`config.mk`:
```
export PLATFORM = sky130hd
export DESIGN_NAME = selective_repeat_receive_window
export DESIGN_NICKNAME = d
export VERILOG_FILES = /design/src/hw/rtl/srrw_pkg.sv /design/src/hw/rtl/srrw_ram.sv /design/src/hw/rtl/selective_repeat_receive_window.sv
export SDC_FILE = /design/constraint.sdc
export NUM_CORES = 1
export LEC_CHECK = 0
export ABC_AREA = 1
export BUFFER_PORTS_ARGS = -buffer_cell sky130_fd_sc_hd__buf_2
export CELL_PAD_IN_SITES_DETAIL_PLACEMENT = 0
export CELL_PAD_IN_SITES_GLOBAL_PLACEMENT = 2
export CORE_ASPECT_RATIO = 1.75
export CORE_MARGIN = 2
export CORE_UTILIZATION = 30
export DETAILED_ROUTE_END_ITERATION = 10
export PLACE_DENSITY_LB_ADDON = 0.05
export SETUP_SLACK_MARGIN = 0.02
export SYNTH_ARGS = -nofsm -noshare
export SYNTH_HDL_FRONTEND = slang
export SYNTH_SLANG_ARGS = --single-unit
export TNS_END_PERCENT = 50
```
`constraint.sdc`:
```
create_clock -name clk -period 6.43 [get_ports clk]
set_input_delay 0 -clock clk [delete_from_list [all_inputs] [get_ports clk]]
set_output_delay 0 -clock clk [all_outputs]
set_load 0.01 [all_outputs]
```
`src/hw/rtl/srrw_pkg.sv`:
```
// shared types and constants of the selective-repeat receive window
package srrw_pkg;

    // field widths
    localparam int unsigned MODE_W  = 2;
    localparam int unsigned SEQ_W   = 32;
    localparam int unsigned LEN_W   = 11;
    localparam int unsigned REF_W   = 16;
    localparam int unsigned KIND_W  = 2;
    localparam int unsigned WSIZE_W = 5;

    // configuration port
    localparam int unsigned CFG_DATA_W = 32;
    localparam int unsigned CFG_IDX_W  = 1;

    // defaults and limits
    localparam int unsigned WINDOW_DEFAULT = 16;
    localparam int unsigned MAX_PAYLOAD    = 1472;
    localparam logic [WSIZE_W-1:0] WSIZE_RESET = WSIZE_W'(16);

    // register indexes
    localparam logic [CFG_IDX_W-1:0] REG_WINDOW_SIZE = 1'b0;
    localparam logic [CFG_IDX_W-1:0] REG_START_SEQ   = 1'b1;

    // packet kinds
    localparam logic [MODE_W-1:0] MODE_START = 2'd0;
    localparam logic [MODE_W-1:0] MODE_DATA  = 2'd1;
    localparam logic [MODE_W-1:0] MODE_END   = 2'd2;

    // result kinds
    localparam logic [KIND_W-1:0] KIND_DELIVER = 2'd0;
    localparam logic [KIND_W-1:0] KIND_ACK     = 2'd1;
    localparam logic [KIND_W-1:0] KIND_END_ACK = 2'd2;

endpackage

```
`src/hw/rtl/srrw_ram.sv`:
```
// generic single write port ram with registered read
module srrw_ram #(
    parameter int unsigned WIDTH = 8,
    parameter int unsigned DEPTH = 16
) (
    input  logic                                          clk,
    input  logic                                          we,
    input  logic [((DEPTH > 1) ? $clog2(DEPTH) : 1)-1:0]  waddr,
    input  logic [WIDTH-1:0]                              wdata,
    input  logic                                          re,
    input  logic [((DEPTH > 1) ? $clog2(DEPTH) : 1)-1:0]  raddr,
    output logic [WIDTH-1:0]                              rdata
);

    logic [WIDTH-1:0] mem [DEPTH];
    logic [WIDTH-1:0] rdata_reg;

    always_ff @(posedge clk)
    begin
        if (we)
        begin
            mem[waddr] <= wdata;
        end
        if (re)
        begin
            rdata_reg <= mem[raddr];
        end
    end

    assign rdata = rdata_reg;

endmodule

```
`src/hw/rtl/selective_repeat_receive_window.sv`:
```
// top level of the selective-repeat receive window
//
// receiver side of a selective-repeat window. a packet descriptor is taken on
// a rising edge with start high and busy low. start packets, packets that
// failed their checks and everything after an end packet cause no result and
// leave busy low. an end packet gives one end ack in the next cycle and also
// leaves busy low. after the transfer of a data packet busy is high while it
// is worked on: the window compare alone when it lies outside the window
// (no result); window compare, slot write and data ack when it lands ahead
// of next expected; and when it fills the slot at next expected and n slots
// are released in order, window compare, slot write, then map check with ram
// read and deliver for every released slot, a closing map check, then the
// data ack, with at most WINDOW slots released. the registered read of the
// slot ram is why each release takes a map check and a deliver step. each
// result is on the result ports for one cycle marked by strobe and cannot be
// held off; the last result of a packet has last set. writing start_seq
// reloads next expected, head, slot map and end flag: slots are counted from
// the new start
module selective_repeat_receive_window #(
    parameter int unsigned WINDOW = srrw_pkg::WINDOW_DEFAULT
) (
    input  logic                             clk,
    input  logic                             rst_n,
    // command side
    input  logic                             start,
    output logic                             busy,
    input  logic [srrw_pkg::MODE_W-1:0]      mode,
    input  logic [srrw_pkg::SEQ_W-1:0]       seq_num,
    input  logic [srrw_pkg::LEN_W-1:0]       payload_len,
    input  logic                             intact,
    input  logic [srrw_pkg::REF_W-1:0]       payload_ref,
    // result side
    output logic                             strobe,
    output logic [srrw_pkg::KIND_W-1:0]      kind,
    output logic [srrw_pkg::SEQ_W-1:0]       number,
    output logic [srrw_pkg::LEN_W-1:0]       out_len,
    output logic [srrw_pkg::REF_W-1:0]       out_ref,
    output logic                             last,
    // configuration
    input  logic                             wr_en,
    input  logic [srrw_pkg::CFG_IDX_W-1:0]   wr_index,
    input  logic [srrw_pkg::CFG_DATA_W-1:0]  wr_data
);

    // slot index and window count widths
    localparam int unsigned IDX_W = (WINDOW > 1) ? $clog2(WINDOW) : 1;
    localparam int unsigned W_BITS = $clog2(WINDOW + 1);
    localparam int unsigned CNT_W = (W_BITS > 5) ? W_BITS : 5;
    localparam int unsigned RAM_W = srrw_pkg::LEN_W + srrw_pkg::REF_W;
    localparam logic [15:0] MAX_PAYLOAD_16 = 16'(srrw_pkg::MAX_PAYLOAD);

    typedef enum logic [5:0] {
        S_IDLE    = 6'b000001,
        S_CHECK   = 6'b000010,
        S_WRITE   = 6'b000100,
        S_READ    = 6'b001000,
        S_DELIVER = 6'b010000,
        S_ACK     = 6'b100000
    } state_t;

    state_t state_reg, state_next;

    // window state
    logic [srrw_pkg::SEQ_W-1:0]   next_exp_reg, next_exp_next;
    logic [IDX_W-1:0]             head_reg, head_next;
    logic [WINDOW-1:0]            map_reg, map_next;
    logic                         fin_reg, fin_next;
    logic [srrw_pkg::WSIZE_W-1:0] wsize_reg, wsize_next;
    logic [CNT_W-1:0]             cnt_reg, cnt_next;

    // latched packet
    logic [srrw_pkg::SEQ_W-1:0]   seq_reg, seq_next;
    logic [srrw_pkg::LEN_W-1:0]   len_reg, len_next;
    logic [srrw_pkg::REF_W-1:0]   ref_reg, ref_next;
    logic [IDX_W:0]               off_reg, off_next;

    // result registers
    logic                         strobe_reg, strobe_next;
    logic [srrw_pkg::KIND_W-1:0]  kind_reg, kind_next;
    logic [srrw_pkg::SEQ_W-1:0]   number_reg, number_next;
    logic [srrw_pkg::LEN_W-1:0]   out_len_reg, out_len_next;
    logic [srrw_pkg::REF_W-1:0]   out_ref_reg, out_ref_next;
    logic                         last_reg, last_next;

    // working signals
    logic [W_BITS-1:0]            w_eff;
    logic [srrw_pkg::SEQ_W-1:0]   off_full;
    logic [IDX_W:0]               slot_sum;
    logic [IDX_W-1:0]             slot;
    logic [IDX_W-1:0]             head_inc;
    logic [srrw_pkg::LEN_W-1:0]   len_sat;
    logic                         ram_we;
    logic                         ram_re;
    logic [RAM_W-1:0]             ram_rdata;

    // effective window: zero acts as one, anything above WINDOW as WINDOW
    always_comb
    begin
        if (wsize_reg == '0)
        begin
            w_eff = W_BITS'(1);
        end
        else if (32'(wsize_reg) > WINDOW)
        begin
            w_eff = W_BITS'(WINDOW);
        end
        else
        begin
            w_eff = W_BITS'(wsize_reg);
        end
    end

    // distance from next expected, modulo 2^32
    assign off_full = seq_reg - next_exp_reg;

    // circular slot of the packet: head + offset, one subtract to wrap
    assign slot_sum = {1'b0, head_reg} + off_reg;
    assign slot = (slot_sum >= (IDX_W + 1)'(WINDOW)) ?
                  IDX_W'(slot_sum - (IDX_W + 1)'(WINDOW)) : IDX_W'(slot_sum);

    assign head_inc = (head_reg == IDX_W'(WINDOW - 1)) ? '0 : head_reg + 1'b1;

    // payload length saturation
    assign len_sat = ({5'b0, payload_len} > MAX_PAYLOAD_16) ?
                     srrw_pkg::LEN_W'(MAX_PAYLOAD_16) : payload_len;

    srrw_ram #(
        .WIDTH (RAM_W),
        .DEPTH (WINDOW)
    ) u_slot_ram (
        .clk   (clk),
        .we    (ram_we),
        .waddr (slot),
        .wdata ({len_reg, ref_reg}),
        .re    (ram_re),
        .raddr (head_reg),
        .rdata (ram_rdata)
    );

    always_comb
    begin
        state_next    = state_reg;
        next_exp_next = next_exp_reg;
        head_next     = head_reg;
        map_next      = map_reg;
        fin_next      = fin_reg;
        wsize_next    = wsize_reg;
        cnt_next      = cnt_reg;
        seq_next      = seq_reg;
        len_next      = len_reg;
        ref_next      = ref_reg;
        off_next      = off_reg;
        strobe_next   = 1'b0;
        kind_next     = kind_reg;
        number_next   = number_reg;
        out_len_next  = out_len_reg;
        out_ref_next  = out_ref_reg;
        last_next     = last_reg;
        ram_we        = 1'b0;
        ram_re        = 1'b0;

        unique case (state_reg)
            S_IDLE:
            begin
                // ignored items finish here with no result
                if (start && !fin_reg && intact && (mode != srrw_pkg::MODE_START))
                begin
                    if (mode == srrw_pkg::MODE_END)
                    begin
                        strobe_next  = 1'b1;
                        kind_next    = srrw_pkg::KIND_END_ACK;
                        number_next  = seq_num;
                        out_len_next = '0;
                        out_ref_next = '0;
                        last_next    = 1'b1;
                        fin_next     = 1'b1;
                    end
                    else
                    begin
                        // data, and the unused code taken as data
                        seq_next   = seq_num;
                        len_next   = len_sat;
                        ref_next   = payload_ref;
                        state_next = S_CHECK;
                    end
                end
            end

            S_CHECK:
            begin
                // outside the window, old duplicates too: dropped silently
                if (off_full < 32'(w_eff))
                begin
                    off_next   = off_full[IDX_W:0];
                    state_next = S_WRITE;
                end
                else
                begin
                    state_next = S_IDLE;
                end
            end

            S_WRITE:
            begin
                ram_we         = 1'b1;
                map_next[slot] = 1'b1;
                cnt_next       = '0;
                if (off_reg == '0)
                begin
                    state_next = S_READ;
                end
                else
                begin
                    state_next = S_ACK;
                end
            end

            S_READ:
            begin
                if ((cnt_reg < CNT_W'(w_eff)) && map_reg[head_reg])
                begin
                    ram_re     = 1'b1;
                    state_next = S_DELIVER;
                end
                else
                begin
                    state_next = S_ACK;
                end
            end

            S_DELIVER:
            begin
                strobe_next        = 1'b1;
                kind_next          = srrw_pkg::KIND_DELIVER;
                number_next        = next_exp_reg;
                out_len_next       = ram_rdata[RAM_W-1:srrw_pkg::REF_W];
                out_ref_next       = ram_rdata[srrw_pkg::REF_W-1:0];
                last_next          = 1'b0;
                map_next[head_reg] = 1'b0;
                next_exp_next      = next_exp_reg + 1'b1;
                head_next          = head_inc;
                cnt_next           = cnt_reg + 1'b1;
                state_next         = S_READ;
            end

            S_ACK:
            begin
                strobe_next  = 1'b1;
                kind_next    = srrw_pkg::KIND_ACK;
                number_next  = next_exp_reg;
                out_len_next = '0;
                out_ref_next = '0;
                last_next    = 1'b1;
                state_next   = S_IDLE;
            end

            default:
            begin
                state_next = S_IDLE;
            end
        endcase

        // configuration writes: the user writes only ever while idle; the block does not enforce it
        if (wr_en)
        begin
            unique case (wr_index)
                srrw_pkg::REG_WINDOW_SIZE:
                begin
                    wsize_next = wr_data[srrw_pkg::WSIZE_W-1:0];
                end
                srrw_pkg::REG_START_SEQ:
                begin
                    // slots are only ever addressed relative to head, so the
                    // new connection simply starts counting from slot zero
                    next_exp_next = wr_data[srrw_pkg::SEQ_W-1:0];
                    head_next     = '0;
                    map_next      = '0;
                    fin_next      = 1'b0;
                end
                default:
                begin
                    wsize_next = wsize_reg;
                end
            endcase
        end
    end

    // control state
    always_ff @(posedge clk or negedge rst_n)
    begin
        if (!rst_n)
        begin
            state_reg    <= S_IDLE;
            next_exp_reg <= '0;
            head_reg     <= '0;
            map_reg      <= '0;
            fin_reg      <= 1'b0;
            wsize_reg    <= srrw_pkg::WSIZE_RESET;
            cnt_reg      <= '0;
            strobe_reg   <= 1'b0;
        end
        else
        begin
            state_reg    <= state_next;
            next_exp_reg <= next_exp_next;
            head_reg     <= head_next;
            map_reg      <= map_next;
            fin_reg      <= fin_next;
            wsize_reg    <= wsize_next;
            cnt_reg      <= cnt_next;
            strobe_reg   <= strobe_next;
        end
    end

    // payload registers
    always_ff @(posedge clk)
    begin
        seq_reg     <= seq_next;
        len_reg     <= len_next;
        ref_reg     <= ref_next;
        off_reg     <= off_next;
        kind_reg    <= kind_next;
        number_reg  <= number_next;
        out_len_reg <= out_len_next;
        out_ref_reg <= out_ref_next;
        last_reg    <= last_next;
    end

    assign busy    = (state_reg != S_IDLE);
    assign strobe  = strobe_reg;
    assign kind    = kind_reg;
    assign number  = number_reg;
    assign out_len = out_len_reg;
    assign out_ref = out_ref_reg;
    assign last    = last_reg;

endmodule
```
After elaboration in Yosys (flattened, before gate mapping). Memories as Yosys holds them, arrays and structs flattened. A register that Yosys moved wholly into a read port is not among the register bits. Cells that the tools add are included.

Flip-flop bits (word level): 196. RAM bits: 432. Bits of input ports: 99. Output and inout port bits: 64. Word-level logic and storage cells: 124. Memories kept: 1.

Memories: u_slot_ram.mem (depth 16, bits a word 27, rd ports 1, clocked after memory_dff 1, write ports 1, line srrw_ram.sv:15) `logic [WIDTH-1:0] mem [DEPTH];`.

$add $sub $neg: 6. $lt $le $gt $ge: 9. Eq/ne operators: 12. Mux-type cells: 54. Bitwise logic cells: 5. Reduce and logical (&&, ||, !) cells: 20.

Operators with widths (count): $mux 32 (5); $mux 16 (4); $pmux 32 s2 (1); $pmux 16 s3 (1); $pmux 11 s3 (1); $add 32x1->32 const B (1); $lt 32x5->1 (1); $pmux 16 s2 (1); $sub 32x32->32 (1); $pmux 6 s5 (1); $mux 6 (4); $mux 11 (2); $mux 4 (5); $mux 1 (17); $and 16x16->16 (1); $not 16->16 (1); $or 16x16->16 (1); $gt 11x11->1 const B (1); $logic_not 5->1 (2); $lt 4x5->1 const B (2); $mux 5 (2); $pmux 5 s2 (1); $reduce_and 3->1 (3); $demux 1 s4 (2); 31 further kinds (45).

Depth between registers and ports, before layout.
Word-level depth: 11. Depth in mapped cells: 20. Mapped depth without buffers: 20.

Modules after synthesis. A second synthesis with hierarchy kept.

Cell total of the unflattened synthesis: 3260. Area, all modules: 31038.5 um^2.

Modules (own cells, without submodules): srrw_ram (instances 1, cells each 1791, area an instance 19334.8 um^2, seq. area each 13783.2 um^2); selective_repeat_receive_window (instances 1, cells each 1469, area an instance 11703.7 um^2, seq. area each 5537.8 um^2).

Worst setup path after synthesis. Ideal clock, no wire load.

Kind: reg-to-reg. Start point: reg state_reg[3]. End point: reg kind_reg, in the netlist kind[0] (enable). Arrival: 5.459 ns. Data required time: 5.862 ns. Slack: 0.403 ns. Stages on the path, launching flop included: 6. Cell sequence: dfrtp_1 nor2_2 inv_1 nor4_1 nand3_1 o21ai_0.

Longest elaborated chain between the ends: 3.

Ends and longest elaborated chain: from (decl) (line selective_repeat_receive_window.sv:61) `state_t state_reg, state_next;`; from (signal assigned) (line selective_repeat_receive_window.sv:304) `state_reg <= state_next;`; $eq 6x1->1, or another cell as far along (line selective_repeat_receive_window.sv:162) `unique case (state_reg)`; $ne 2x2->1 (no source line) / $reduce_bool 3->1 (equally long branches); $reduce_and 3->1 (no source line) *; to (signal assigned) (line selective_repeat_receive_window.sv:322) `kind_reg <= kind_next;`; to (decl) (line selective_repeat_receive_window.sv:79) `logic [srrw_pkg::KIND_W-1:0] kind_reg, kind_next;`.

Every way passes the cells marked *; elsewhere a longest branch is shown, timed or not. A chain may end at the register's enable or synchronous reset.

Worst setup path after layout.
Start point: reg next_exp_reg[0] in the netlist's numbering. End point: reg off_reg[2] (enable).

Longest elaborated chain between the ends: 3.

Ends and longest elaborated chain: from (decl) (line selective_repeat_receive_window.sv:64) `logic [srrw_pkg::SEQ_W-1:0] next_exp_reg, next_exp_next;`; from (signal assigned) (line selective_repeat_receive_window.sv:305) `next_exp_reg <= next_exp_next;`; $sub 32x32->32 (line selective_repeat_receive_window.sv:114) `assign off_full = seq_reg - next_exp_reg;`; net off_full, one bit (line selective_repeat_receive_window.sv:87) `logic [srrw_pkg::SEQ_W-1:0] off_full;`; $lt 32x5->1 (line selective_repeat_receive_window.sv:192) `if (off_full < 32'(w_eff))`; $reduce_and 2->1 (no source line); to (signal assigned) (line selective_repeat_receive_window.sv:321) `off_reg <= off_next;`; to (decl) (line selective_repeat_receive_window.sv:75) `logic [IDX_W:0] off_reg, off_next;`.

The timed path passes the listed nets, and every way through them passes these cells.

==> impl_metrics.ini <==
[run_status]
status = complete, no violations

[sta]
finalCritPeriodShare_pct = 61.7
maxSlewHeadroom_pct = 19.8
rsz0062_at_grt = false
worstMarginPinSlew_ns = 1.20
period_needed_ns = 3.97
setup_ws_ns = 2.46
finalHoldViolations = 0
tns_ns = 0
fin_skew_ns = 0.0361
fmax_mhz = 252
slew_violations = 0
setup_viol = 0

[global_routing]
grt_util_met2_pct = 39.3
met1_usage_pct = 20.4
grt_max_degree = 98
grt_pass1_vias = 21037
antenna_found_initial = 0
grtUsageMet3_pct = 2.16
grtUsageTotal_pct = 19.6
grt_pass1_wl_mm = 139
gr-total-overflow = 0
busiest_layer = met2

[clock_tree]
path_clk_slew_ns = 0.06
cts_buffers = 69
cts_tree = done
root_buffer = clkbuf_16
h-tree-depth = 3
cts_setup_buffers = 0
cts_repair_resize_count = 0
cts_hold_buf = 102
cts.sinks = 655
cts.path.max_buffers = 3
clk_latency_ns = 0.65

[route]
drt_wl_total_mm = 96.0
drcViolationCount = 0
vias = 20035
drtPass1Iterations = 5
ant_nets = 0
wire_per_inst_microns = 23.2
via_per_inst = 4.84
drtIter0Drc = 1099

[synthesis]
syn_avg_cell_area_sq_um = 11.0
yosysWarnings = 0
syn_inst = 2608
syn-num-nets = 2757
seq_area_frac_synth_pct = 67.4
synth_area_sq_mm = 0.0286
yosysUniqueCellTypes = 52
synth_seq_cells = 655

[critical_path]
critPathLaunchType = register
crit_top_cell = nor2_1
worstSetupPathType = reg -> reg
reg2reg_from = next_exp_reg[0]
cp-end-kind = register
r2r_end = off_reg[2]
cpMaxStageDelayCell = dfrtp_1
path_max_fanout = 6
required_ns = 6.72
critical-path-max-stage-delay_ns = 0.53
rr_worst_depth = 16
cp_cell_sequence = ha_1 > inv_1 > fa_1 > nand2_1 > a21oi_1 > xor2_1 > ha_1 > inv_1 > nand3_1 > nor2_1 > nand2_1 > nor2_1 > nand3_1 > nor2_1 > nand3_1 > nor2_1
cp.arrival_ns = 4.26
r2r_setup_slack_ns = 2.46

[floorplan]
fp.dieH_microns = 413
initial_core_util_pct = 30.1
fp.coreArea_sq_mm = 0.0952
die_area_sq_mm = 0.0981
rows = 150
die_w_microns = 238
pin_count = 163

[finish]
final_layout_size_suffix_gt1_share_pct = 12.2
num_antenna_cells = 0
max_flop_register = u_slot_ram.mem
largest_reg_flops = 432
final_common_cell = edfxtp_1
nets = 3016
fin_util_pct = 36.1
area_delta_synth_final_pct = 19.9
finalNonFillerCells = 4136
final_cell_mix = edfxtp_1, nand2_1, nor2_1

[placement]
io_buffers = 162
dp_hpwl_mm = 61.4
dp_cells = 3910
post-place-ws_ns = 2.34
place.gp.congestion = 0.854

[min_path]
holdPathStages = 5
hp-class = in -> reg
min_from = wr_index
holdPathEnd = next_exp_reg[4]

[flow_run]
maxCapViolations = 0

[power_and_ir_drop]
peakVddDrop_uv = 188
leakage_uw = 0.0132
power.total_uw = 9860
power_density_mw_per_mm2 = 287
-- metrics by stage --
stage / cell area (sq um) / hold slack, ns
5_1_grt: 34400 / 0.0527
2_1_floorplan: 28700 / -0.296
3_3_place_gp: 31000 / 0.0565
4_1_cts: 34400 / 0.0107
6_report: 34400 / 0.0290
3_5_place_dp: 31000 / 0.0544
-- report_power, final --
part | total (uW) | internal [uW] | leakage, uW | switching [uW]
logic | 876 | 286 | 0.00589 | 589
registers | 4800 | 4710 | 0.00614 | 88.7
clock network | 4190 | 2440 | 0.00112 | 1750
total | 9860 | 7430 | 0.0132 | 2430
-- synthesized netlist by cell type, drive strengths merged --
master,count,area (sq um)
edfxtp,585,17600
a21oi,45,225
xnor2,4,35.0
nor3b,1,7.51
clkinv,2,8.75
nand2,468,1770
dfrtp,68,1700
and2,2,12.5
xor2,32,280
o21bai,3,22.5
nand3,55,288
a22oi,3,22.5
a32o,3,30.0
o31ai,1,7.51
ha,48,601
o221ai,1,8.76
o21ai,299,1500
a21o,2,15.0
nand2b,1,6.26
clkbuf,79,297
a211oi,1,7.51
nand3b,7,56.3
mux2,1,11.3
o22ai,109,682
fa,2,40.0
inv,265,995
nand4,48,345
nor4,9,77.6
or2,1,6.26
buf,29,130
a31oi,19,119
o211ai,3,22.5
nor2,373,1430
nor3,25,156
a22o,1,8.76
mux2i,10,100
dfstp,2,52.6
a41oi,1,8.76
-- kinds of logic (layout without fill, tap and decap cells) --
group	count (synthesis)	in the layout	share of synthesized area, %
AOI/OAI and AO/OA	491	491	9.34
xor gates and xnor gates	36	36	1.10
adders and majority gates	50	50	2.24
buffers and inverters	375	687	4.99
DFF	655	655	67.4
muxes	11	11	0.389
and+or+nand+nor	990	990	14.5
-- critical path: cells and delay by family (launching register included) --
| family | cells | cell delay, ns |
|---|---|---|
| and+or+nand+nor | 9 | 1.38 |
| adders and majority gates | 3 | 0.83 |
| DFF | 1 | 0.53 |
| AOI/OAI and AO/OA | 1 | 0.45 |
| xor gates and xnor gates | 1 | 0.24 |
| buffers and inverters | 2 | 0.18 |
-- worst max-delay path by stage --
stage / startpoint / endpoint / slack, ns
floorplan: state_reg[3] / kind[0] / 0.40
global placement: next_exp_reg[0] / off_reg[3] / 2.29
detailed placement: next_exp_reg[0] / off_reg[2] / 2.34
CTS: next_exp_reg[0] / off_reg[2] / 2.31
global route: next_exp_reg[0] / off_reg[0] / 2.19
finish: next_exp_reg[0] / off_reg[2] / 2.46
-- routing by layer --
layer	part of all wire, %	up-vias	wire, microns
li1	-	9559	-
met1	37	9948	35400
met2	57	380	54400
met3	2.8	148	2720
met4	3.6	0	3490
met5	0	-	0
-- layout make-up --
class,count,area [sq um]
Fill cell,9479,60800
Sequential cell,655,19300
Multi-Input combinational cell,1578,8080
Timing Repair Buffer,296,2100
Clock buffer,88,1870
Tap cell,1216,1520
Inverter,267,1010
Clock inverter,36,445
Note: power is estimated with default switching activity, not from simulation.
